**src/rtl/core/wstd_pkg.sv**
```systemverilog
package wstd_pkg;

  localparam int REQ_W    = 2;
  localparam int SRV_W    = 4;
  localparam int WEIGHT_W = 20;
  localparam int DUR_W    = 20;
  localparam int ERR_W    = 2;

  localparam logic [REQ_W-1:0] REQ_LOAD   = 2'd0;
  localparam logic [REQ_W-1:0] REQ_SUBMIT = 2'd1;
  localparam logic [REQ_W-1:0] REQ_CLEAR  = 2'd2;

  localparam logic [ERR_W-1:0] ERR_OK        = 2'd0;
  localparam logic [ERR_W-1:0] ERR_NO_SERVER = 2'd1;
  localparam logic [ERR_W-1:0] ERR_FULL      = 2'd2;

  typedef enum logic [1:0] {
    ST_IDLE,
    ST_SCAN,
    ST_LAST,
    ST_COMMIT
  } state_t;

  // Commands from the controller to the datapath.
  typedef struct packed {
    logic do_load;
    logic do_clear;
    logic do_submit;
    logic scan_step;
    logic commit;
  } cmd_t;

  // Status from the datapath to the controller.
  typedef struct packed {
    logic any_enabled;
    logic count_full;
    logic scan_last;
    logic out_free;
  } sts_t;

endpackage

```
**src/rtl/core/wstd_ram.sv**
```systemverilog
module wstd_ram #(
  parameter int WIDTH = 8,
  parameter int DEPTH = 16
) (
  input  logic                                     clk,
  input  logic                                     we,
  input  logic [(DEPTH > 1 ? $clog2(DEPTH) : 1)-1:0] waddr,
  input  logic [WIDTH-1:0]                         wdata,
  input  logic [(DEPTH > 1 ? $clog2(DEPTH) : 1)-1:0] raddr,
  output logic [WIDTH-1:0]                         rdata
);

  logic [WIDTH-1:0] mem_r [DEPTH];

  always_ff @(posedge clk) begin
    if (we) begin
      mem_r[waddr] <= wdata;
    end
    rdata <= mem_r[raddr];
  end

endmodule

```
**src/rtl/core/wstd_ctrl.sv**
```systemverilog
module wstd_ctrl (
  input  logic               clk,
  input  logic               rst_n,
  input  logic               in_valid,
  input  logic [wstd_pkg::REQ_W-1:0] in_req_type,
  output logic               in_ready,
  input  wstd_pkg::sts_t     sts,
  output wstd_pkg::cmd_t     cmd
);

  wstd_pkg::state_t state_r, state_nxt;
  logic             accept;

  assign accept = in_valid && (state_r == wstd_pkg::ST_IDLE);

  always_ff @(posedge clk) begin
    if (!rst_n) begin
      state_r <= wstd_pkg::ST_IDLE;
    end else begin
      state_r <= state_nxt;
    end
  end

  always_comb begin
    state_nxt = state_r;
    unique case (state_r)
      wstd_pkg::ST_IDLE: begin
        if (accept && in_req_type == wstd_pkg::REQ_SUBMIT) begin
          // Refused submits skip the scan and go straight to commit.
          if (!sts.any_enabled || sts.count_full) begin
            state_nxt = wstd_pkg::ST_COMMIT;
          end else begin
            state_nxt = wstd_pkg::ST_SCAN;
          end
        end
      end
      wstd_pkg::ST_SCAN: begin
        if (sts.scan_last) begin
          state_nxt = wstd_pkg::ST_LAST;
        end
      end
      wstd_pkg::ST_LAST: begin
        state_nxt = wstd_pkg::ST_COMMIT;
      end
      wstd_pkg::ST_COMMIT: begin
        if (sts.out_free) begin
          state_nxt = wstd_pkg::ST_IDLE;
        end
      end
      default: state_nxt = wstd_pkg::ST_IDLE;
    endcase
  end

  always_comb begin
    cmd      = '0;
    in_ready = 1'b0;
    unique case (state_r)
      wstd_pkg::ST_IDLE: begin
        in_ready = 1'b1;
        if (accept) begin
          unique case (in_req_type)
            wstd_pkg::REQ_LOAD:   cmd.do_load   = 1'b1;
            wstd_pkg::REQ_SUBMIT: cmd.do_submit = 1'b1;
            wstd_pkg::REQ_CLEAR:  cmd.do_clear  = 1'b1;
            default: ;
          endcase
        end
      end
      wstd_pkg::ST_SCAN:   cmd.scan_step = 1'b1;
      wstd_pkg::ST_LAST:   ;
      wstd_pkg::ST_COMMIT: cmd.commit = sts.out_free;
      default: ;
    endcase
  end

endmodule

```
**src/rtl/core/wstd_dp.sv**
```systemverilog
module wstd_dp #(
  parameter int NUM_SERVERS     = 16,
  parameter int TASK_COUNT_BITS = 24,
  parameter int TIME_BITS       = 48
) (
  input  logic                          clk,
  input  logic                          rst_n,
  input  wstd_pkg::cmd_t                cmd,
  output wstd_pkg::sts_t                sts,
  input  logic [wstd_pkg::SRV_W-1:0]    in_server_index,
  input  logic [wstd_pkg::WEIGHT_W-1:0] in_server_weight,
  input  logic [wstd_pkg::DUR_W-1:0]    in_task_duration,
  input  logic                          out_ready,
  output logic                          out_valid,
  output logic [wstd_pkg::SRV_W-1:0]    out_assigned_server,
  output logic [TIME_BITS-1:0]          out_start_time,
  output logic [TASK_COUNT_BITS-1:0]    out_task_number,
  output logic [wstd_pkg::ERR_W-1:0]    out_error_code
);

  localparam int IDX_W = (NUM_SERVERS > 1) ? $clog2(NUM_SERVERS) : 1;
  localparam int ENT_W = wstd_pkg::WEIGHT_W + TIME_BITS;

  logic [NUM_SERVERS-1:0]         en_r;
  logic [TIME_BITS-1:0]           clock_r;
  logic [TASK_COUNT_BITS-1:0]     count_r;
  logic [TIME_BITS-1:0]           clk0_r;
  logic [wstd_pkg::DUR_W-1:0]     dur_r;
  logic [wstd_pkg::ERR_W-1:0]     err_r;

  logic [IDX_W-1:0]               scan_idx_r;
  logic                           cmp_v_r;
  logic [IDX_W-1:0]               cmp_idx_r;

  // Best free server and best server among those finishing earliest.
  logic                           hf_r;
  logic [IDX_W-1:0]               fidx_r;
  logic [wstd_pkg::WEIGHT_W-1:0]  fw_r;
  logic                           he_r;
  logic [IDX_W-1:0]               eidx_r;
  logic [wstd_pkg::WEIGHT_W-1:0]  ew_r;
  logic [TIME_BITS-1:0]           ef_r;

  logic                           out_valid_r;
  logic [wstd_pkg::SRV_W-1:0]     out_srv_r;
  logic [TIME_BITS-1:0]           out_start_r;
  logic [TASK_COUNT_BITS-1:0]     out_num_r;
  logic [wstd_pkg::ERR_W-1:0]     out_err_r;

  logic                           ram_we;
  logic [IDX_W-1:0]               ram_waddr;
  logic [ENT_W-1:0]               ram_wdata;
  logic [ENT_W-1:0]               ram_rdata;

  logic [wstd_pkg::WEIGHT_W-1:0]  rd_w;
  logic [TIME_BITS-1:0]           rd_f;
  logic                           rd_en;
  logic                           load_ok;
  logic [TIME_BITS-1:0]           counter_time;
  logic [TIME_BITS-1:0]           clk_sel;
  logic [IDX_W-1:0]               pick;
  logic [wstd_pkg::WEIGHT_W-1:0]  pick_w;
  logic [TIME_BITS:0]             fin_sum;
  logic [TIME_BITS-1:0]           fin;
  logic                           ok;

  assign load_ok      = 32'(in_server_index) < NUM_SERVERS;
  assign counter_time = TIME_BITS'(count_r);
  assign rd_w         = ram_rdata[TIME_BITS +: wstd_pkg::WEIGHT_W];
  assign rd_f         = ram_rdata[TIME_BITS-1:0];
  assign rd_en        = en_r[cmp_idx_r];

  assign clk_sel = hf_r ? clk0_r : ef_r;
  assign pick    = hf_r ? fidx_r : eidx_r;
  assign pick_w  = hf_r ? fw_r : ew_r;
  assign fin_sum = {1'b0, clk_sel} + (TIME_BITS + 1)'(dur_r);
  assign fin     = fin_sum[TIME_BITS] ? '1 : fin_sum[TIME_BITS-1:0];
  assign ok      = (err_r == wstd_pkg::ERR_OK);

  always_comb begin
    ram_we    = 1'b0;
    ram_waddr = IDX_W'(in_server_index);
    ram_wdata = {in_server_weight, {TIME_BITS{1'b0}}};
    if (cmd.do_load && load_ok) begin
      ram_we = 1'b1;
    end else if (cmd.commit && ok) begin
      ram_we    = 1'b1;
      ram_waddr = pick;
      ram_wdata = {pick_w, fin};
    end
  end

  wstd_ram #(
    .WIDTH (ENT_W),
    .DEPTH (NUM_SERVERS)
  ) u_ram (
    .clk   (clk),
    .we    (ram_we),
    .waddr (ram_waddr),
    .wdata (ram_wdata),
    .raddr (scan_idx_r),
    .rdata (ram_rdata)
  );

  always_ff @(posedge clk) begin
    if (!rst_n) begin
      en_r        <= '0;
      clock_r     <= '0;
      count_r     <= '0;
      cmp_v_r     <= 1'b0;
      hf_r        <= 1'b0;
      he_r        <= 1'b0;
      out_valid_r <= 1'b0;
    end else begin
      if (cmd.do_load && load_ok) begin
        en_r[IDX_W'(in_server_index)] <= 1'b1;
      end
      if (cmd.do_clear) begin
        en_r    <= '0;
        clock_r <= '0;
        count_r <= '0;
      end
      cmp_v_r <= cmd.scan_step;
      if (cmd.do_submit) begin
        hf_r <= 1'b0;
        he_r <= 1'b0;
      end else if (cmp_v_r && rd_en) begin
        if (rd_f <= clk0_r && (!hf_r || rd_w < fw_r)) begin
          hf_r   <= 1'b1;
          fw_r   <= rd_w;
          fidx_r <= cmp_idx_r;
        end
        if (!he_r || rd_f < ef_r) begin
          he_r   <= 1'b1;
          ef_r   <= rd_f;
          ew_r   <= rd_w;
          eidx_r <= cmp_idx_r;
        end else if (rd_f == ef_r && rd_w < ew_r) begin
          ew_r   <= rd_w;
          eidx_r <= cmp_idx_r;
        end
      end
      if (cmd.commit) begin
        out_valid_r <= 1'b1;
        if (ok) begin
          clock_r <= clk_sel;
          count_r <= count_r + 1'b1;
        end
      end else if (out_ready) begin
        out_valid_r <= 1'b0;
      end
    end
  end

  always_ff @(posedge clk) begin
    if (cmd.do_submit) begin
      clk0_r     <= (counter_time > clock_r) ? counter_time : clock_r;
      dur_r      <= in_task_duration;
      scan_idx_r <= '0;
      if (en_r == '0) begin
        err_r <= wstd_pkg::ERR_NO_SERVER;
      end else if (count_r == '1) begin
        err_r <= wstd_pkg::ERR_FULL;
      end else begin
        err_r <= wstd_pkg::ERR_OK;
      end
    end else if (cmd.scan_step && !sts.scan_last) begin
      scan_idx_r <= scan_idx_r + 1'b1;
    end
    if (cmd.scan_step) begin
      cmp_idx_r <= scan_idx_r;
    end
    if (cmd.commit) begin
      out_srv_r   <= ok ? wstd_pkg::SRV_W'(pick) : '0;
      out_start_r <= ok ? clk_sel : '0;
      out_num_r   <= count_r;
      out_err_r   <= err_r;
    end
  end

  assign sts.any_enabled = (en_r != '0);
  assign sts.count_full  = (count_r == '1);
  assign sts.scan_last   = (scan_idx_r == IDX_W'(NUM_SERVERS - 1));
  assign sts.out_free    = !out_valid_r || out_ready;

  assign out_valid           = out_valid_r;
  assign out_assigned_server = out_srv_r;
  assign out_start_time      = out_start_r;
  assign out_task_number     = out_num_r;
  assign out_error_code      = out_err_r;

endmodule

```
**src/rtl/core/weighted_server_task_dispatcher_core.sv**
```systemverilog
// Channel   Direction  Handshake            Payload
// in_       input      in_valid/in_ready    req_type, server_index, server_weight,
//                                           task_duration
// out_      output     out_valid/out_ready  assigned_server, start_time, task_number,
//                                           error_code
//
// Load and clear beats finish in the idle state. An accepted task is latched, then each server
// entry is read from RAM and compared, the last compare is finished and the result is committed.
// A refused submit (no server loaded, counter full) skips the scan and goes straight to commit.
// Reset is synchronous and active low; it disables all servers and clears the clock and task
// counter. Server weights and finish times sit in RAM; a load writes both, a commit the finish time.
// A held result lets new beats in; a finished task waits in its commit cycle until it drains.
module weighted_server_task_dispatcher_core #(
  parameter int NUM_SERVERS     = 16,
  parameter int TASK_COUNT_BITS = 24,
  parameter int TIME_BITS       = 48
) (
  input  logic                          clk,
  input  logic                          rst_n,
  input  logic                          in_valid,
  output logic                          in_ready,
  input  logic [wstd_pkg::REQ_W-1:0]    in_req_type,
  input  logic [wstd_pkg::SRV_W-1:0]    in_server_index,
  input  logic [wstd_pkg::WEIGHT_W-1:0] in_server_weight,
  input  logic [wstd_pkg::DUR_W-1:0]    in_task_duration,
  output logic                          out_valid,
  input  logic                          out_ready,
  output logic [wstd_pkg::SRV_W-1:0]    out_assigned_server,
  output logic [TIME_BITS-1:0]          out_start_time,
  output logic [TASK_COUNT_BITS-1:0]    out_task_number,
  output logic [wstd_pkg::ERR_W-1:0]    out_error_code
);

  // The controller sequences an accepted task through idle, scan, final compare and
  // commit; the datapath holds all server state and the compare registers.
  wstd_pkg::cmd_t cmd;
  wstd_pkg::sts_t sts;

  wstd_ctrl u_ctrl (
    .clk         (clk),
    .rst_n       (rst_n),
    .in_valid    (in_valid),
    .in_req_type (in_req_type),
    .in_ready    (in_ready),
    .sts         (sts),
    .cmd         (cmd)
  );

  // During the scan, each enabled server's entry is compared against two running
  // bests: the lightest server already free at the arrival clock, and the
  // lightest among those with the earliest finish time. When no server is
  // free, the second one is the pick and the clock jumps to its finish time.
  wstd_dp #(
    .NUM_SERVERS     (NUM_SERVERS),
    .TASK_COUNT_BITS (TASK_COUNT_BITS),
    .TIME_BITS       (TIME_BITS)
  ) u_dp (
    .clk                 (clk),
    .rst_n               (rst_n),
    .cmd                 (cmd),
    .sts                 (sts),
    .in_server_index     (in_server_index),
    .in_server_weight    (in_server_weight),
    .in_task_duration    (in_task_duration),
    .out_ready           (out_ready),
    .out_valid           (out_valid),
    .out_assigned_server (out_assigned_server),
    .out_start_time      (out_start_time),
    .out_task_number     (out_task_number),
    .out_error_code      (out_error_code)
  );

endmodule
```
**config.mk**
```make
export PLATFORM = sky130hd
export DESIGN_NAME = weighted_server_task_dispatcher_core
export DESIGN_NICKNAME = d
export VERILOG_FILES = /design/src/rtl/core/wstd_pkg.sv /design/src/rtl/core/wstd_ram.sv /design/src/rtl/core/wstd_ctrl.sv /design/src/rtl/core/wstd_dp.sv /design/src/rtl/core/weighted_server_task_dispatcher_core.sv
export SDC_FILE = /design/constraint.sdc
export NUM_CORES = 2
export LEC_CHECK = 0
export BUFFER_PORTS_ARGS = -buffer_cell sky130_fd_sc_hd__clkbuf_2
export CAP_MARGIN = 20
export CELL_PAD_IN_SITES_DETAIL_PLACEMENT = 1
export CELL_PAD_IN_SITES_GLOBAL_PLACEMENT = 1
export CORE_MARGIN = 5
export CORE_UTILIZATION = 35
export CTS_BUF_LIST = sky130_fd_sc_hd__clkbuf_16
export DETAILED_ROUTE_END_ITERATION = 12
export PLACE_DENSITY_LB_ADDON = 0.1
export SYNTH_ARGS = -nofsm -noshare
export SYNTH_HDL_FRONTEND = slang
export SYNTH_HIERARCHICAL = 1
export SYNTH_SLANG_ARGS = --single-unit
```
**constraint.sdc**
```tcl
create_clock -name clk -period 27.4 [get_ports clk]
set_clock_uncertainty 0.1 [all_clocks]
set_input_delay 1.37 -clock clk [delete_from_list [all_inputs] [get_ports clk]]
set_output_delay 1.37 -clock clk [all_outputs]
set_load 0.05 [all_outputs]
```
==> key figures <==
Synthesis
  • Sequential area share after synthesis: 70.6%
  • Syn nets: 3,884
  • Post-synth top area share: 65.2%
  • Largest family of logic cells by synthesized area: multiplexers
  • Synthesized area per cell: 16.9 um2
  • Yosys Warn Count: 6
  • Synth top cells by count: edfxtp_1 (1,336), mux4_2 (275), nand2_1 (212)
  • Asr flop ratio synth: 0%
  • Adder-Cell Fraction of Synth Area: roughly 3.8%
  • Post-synth EDFFs: 1,336
  • XOR/XNOR share of the synthesized area: 0.441%
  • Cell variety after synth: 84
  • #FFs+latches synth: 1,502
  • Ys flop type: edfxtp_1
  • Top-count cell post-synth: edfxtp_1
  • Main area contributors after synthesis: edfxtp_1 (65%), mux4_2 (10%), dfxtp_1 (5.4%), ha_1 (3.7%), a22oi_1 (1.7%)
  • Leading area contributor after synthesis: edfxtp_1
  • Cell area after synthesis: between 60,000 and 70,000 um2
  • Compound-Gate Fraction of Synth Area: 5.96%
  • Synth Area in Simple Gates: 5.09%
  • Mux contribution to synthesized area: a little under an eighth
  • Syn Inst Count: 3,649

STA
  • Final Max Slew Viols: 0
  • Achievable Freq: about 160 MHz
  • Period minus WS final: 6.31 ns
  • Worst relative slew slack: 23.1%
  • Setup total negative slack: 0 ns
  • Endpoints failing hold: 0
  • Worst slew pin tran: 1.15 ns
  • Final period util: 23.0%
  • Final setup fails: 0
  • RSZ-0062 raised after global routing: false

Route
  • Initial DRC count: 2,604
  • Routed Antenna Nets: 0
  • WL/cell: ~27 um
  • DR pass1 iterations: 5
  • Vias per std cell: 5.27
  • Residual DRC: 0
  • Routed vias: 33,549
  • DRT Wirelength: 175,000 um

Floorplanning
  • Die height: approximately 430 um
  • Core area: 176,000 um2
  • I/O Pins: 130
  • Horiz. Die Dim: 429 um
  • # rows: between 150 and 200
  • Die Area: 184,000 um2
  • Initial Util: 35.1%

Clock network
  • Bufs on Longest Clock Path: 3
  • Total CTS buffers: 168
  • Hold Buf Count CTS: 0
  • Register clock-pin slew on the reported worst setup and hold paths: about 0.060 ns
  • CTS tree: yes
  • Root Buffer Master: clkbuf_16
  • Setup Buffers After CTS: 0
  • CTS H-tree lvls: 4
  • Number of gates resized after cts: 0
  • Clk Latency, worst-skew pair: 0.82 ns
  • CTS Sinks: 1,502

Worst hold path
  • Hold path cells: 0
  • Hold/Removal Path Class: reg -> reg

Worst setup path
  • CP Max Fanout: 57
  • Worst path depth: 10
  • Crit Path Category: in -> reg
  • Data required, critical path: 27.73 ns
  • CP max stage cell: nor2_4
  • CP most frequent cell: buf_4
  • CP Capture Type: flip-flop
  • CP peak stage delay: just under 0.9 ns
  • Reg2Reg Depth: 10
  • Worst Path Arrival: 6.63 ns
  • Startpoint types: primary input
  • WP buf/inv: 4
  • Worst-path cell chain: clkbuf_2, nand2b_1, and2_4, inv_1, or3_4, buf_4, o21ai_0, nand2_1, nor2_4, buf_4
  • Top Family by Delay on Critical Path: simple AND/OR/NAND/NOR gates

Global routing
  • Total congestion overflow: 0
  • GRT Overall Usage: 18.8%
  • Initial antenna violation count: 11
  • Largest net degree at the start of global routing: 133
  • Vias in the first global route: 35,403
  • First-pass GRT wire length: 254,000 um

Place
  • DPL Wire Length: around 110,000 um
  • Placed insts: between 6,000 and 7,000
  • Buffers on Ports: 129
  • Area after DPL: 65,400 um2
  • RD Place Congestion: 0.801

Flow run
  • Maxcap violations: 0

Cells and area
  • Final instance area: 70,800 um2
  • Layout Area Growth over Synthesis: 15.1%
  • Fin cells: about 6,400
  • Layout cells sized above 1: 21.2%
  • Nets: 4,121

Power and ir drop
  • Largest vdd supply drop: 0.0000701 V
  • Tot Pwr: slightly above 6 mW
  • Power Density: 86.7 nW/um2
  • Leakage power: 25.4 nW

Run status
  • Outcome: complete, no violations
cell type report:
| type | count | area, um2 |
|---|---|---|
| Fill cell | 17198 | 105000 |
| Multi-Input combinational cell | 1774 | 16800 |
| Inverter | 193 | 724 |
| Clock inverter | 137 | 1070 |
| Antenna cell | 7 | 17.5 |
| Tap cell | 2340 | 2930 |
| Timing Repair Buffer | 247 | 1580 |
| Sequential cell | 1502 | 43500 |
| Clock buffer | 170 | 4250 |
registers in the layout, indices dropped and copies added, names as in the netlist, 4 cells and up:
register                  cells
u_dp/clock_r                 48
u_dp/scan_idx_r               4
u_dp/cmp_idx_r                4
u_dp/en_r                    16
u_dp/out_assigned_server      4
u_dp/clk0_r                  48
u_dp/fidx_r                   4
u_dp/ew_r                    20
u_dp/fw_r                    20
u_dp/eidx_r                   4
u_dp/dur_r                   20
u_dp/ef_r                    48
u_dp/out_start_time          48
u_dp/out_task_number         24
u_dp/count_r                 24
u_dp/u_ram/mem_r           1088
u_dp/u_ram/rdata             68
path summary, 6_finish.rpt:
path              slack (ns)                start                  endpoint
setup / recovery       21.09            out_ready   u_dp/u_ram/mem_r[15][9]
hold / removal          0.35  u_dp/u_ram/rdata[0]              u_dp/ef_r[0]
setup reg to reg       21.11    u_ctrl/state_r[0]  u_dp/u_ram/mem_r[14][14]
hold reg to reg         0.35  u_dp/u_ram/rdata[0]              u_dp/ef_r[0]
where the power goes:
part	total [mW]	switching [mW]	leakage [nW]	internal, mW
clock network	2.16	0.944	2.78	1.22
logic	1.26	0.771	7.95	0.487
registers	2.72	0.120	14.7	2.60
total	6.14	1.84	25.4	4.30
layer usage:
metal / wire length (um) / GRT usage [%]
met5: 0 / 0
met4: 3010 / 4.25
met3: 6770 / 2.56
met1: 84700 / 28.0
met2: 80300 / 29.4
logic make-up (layout without fill, tap and decap cells):
family | count (synthesis) | after routing
DFF | 1502 | 1502
and+or+nand+nor | 637 | 637
AOI/OAI and AO/OA | 549 | 549
buffers and inverters | 373 | 747
muxes | 372 | 372
adders and majority gates | 185 | 185
xor gates and xnor gates | 31 | 31
other | 0 | 7
per-stage QoR:
step                worst slack (ns)  hold WS, ns  utilization (%)
floorplan                      16.80        0.308                -
global placement               20.25        0.316             37.2
detailed placement             20.17        0.343             37.2
CTS                            20.93        0.353             40.3
global route                   20.60        0.373             40.4
finish                         21.09        0.353             40.4
cells in the final DEF (no fill, tap or decap), drive strengths merged, types with 43 or more instances in the layout:
cell type / synthesis / routed
clkinv: 0 / 72
nand3: 43 / 43
mux2i: 74 / 74
a21oi: 130 / 130
o21ai: 110 / 110
nand2: 212 / 212
nor2: 161 / 161
mux4: 275 / 275
a22oi: 138 / 138
dfxtp: 166 / 166
clkbuf: 122 / 300
buf: 58 / 117
inv: 193 / 245
ha: 184 / 184
edfxtp: 1336 / 1336
Note: power is estimated with default switching activity, not from simulation.
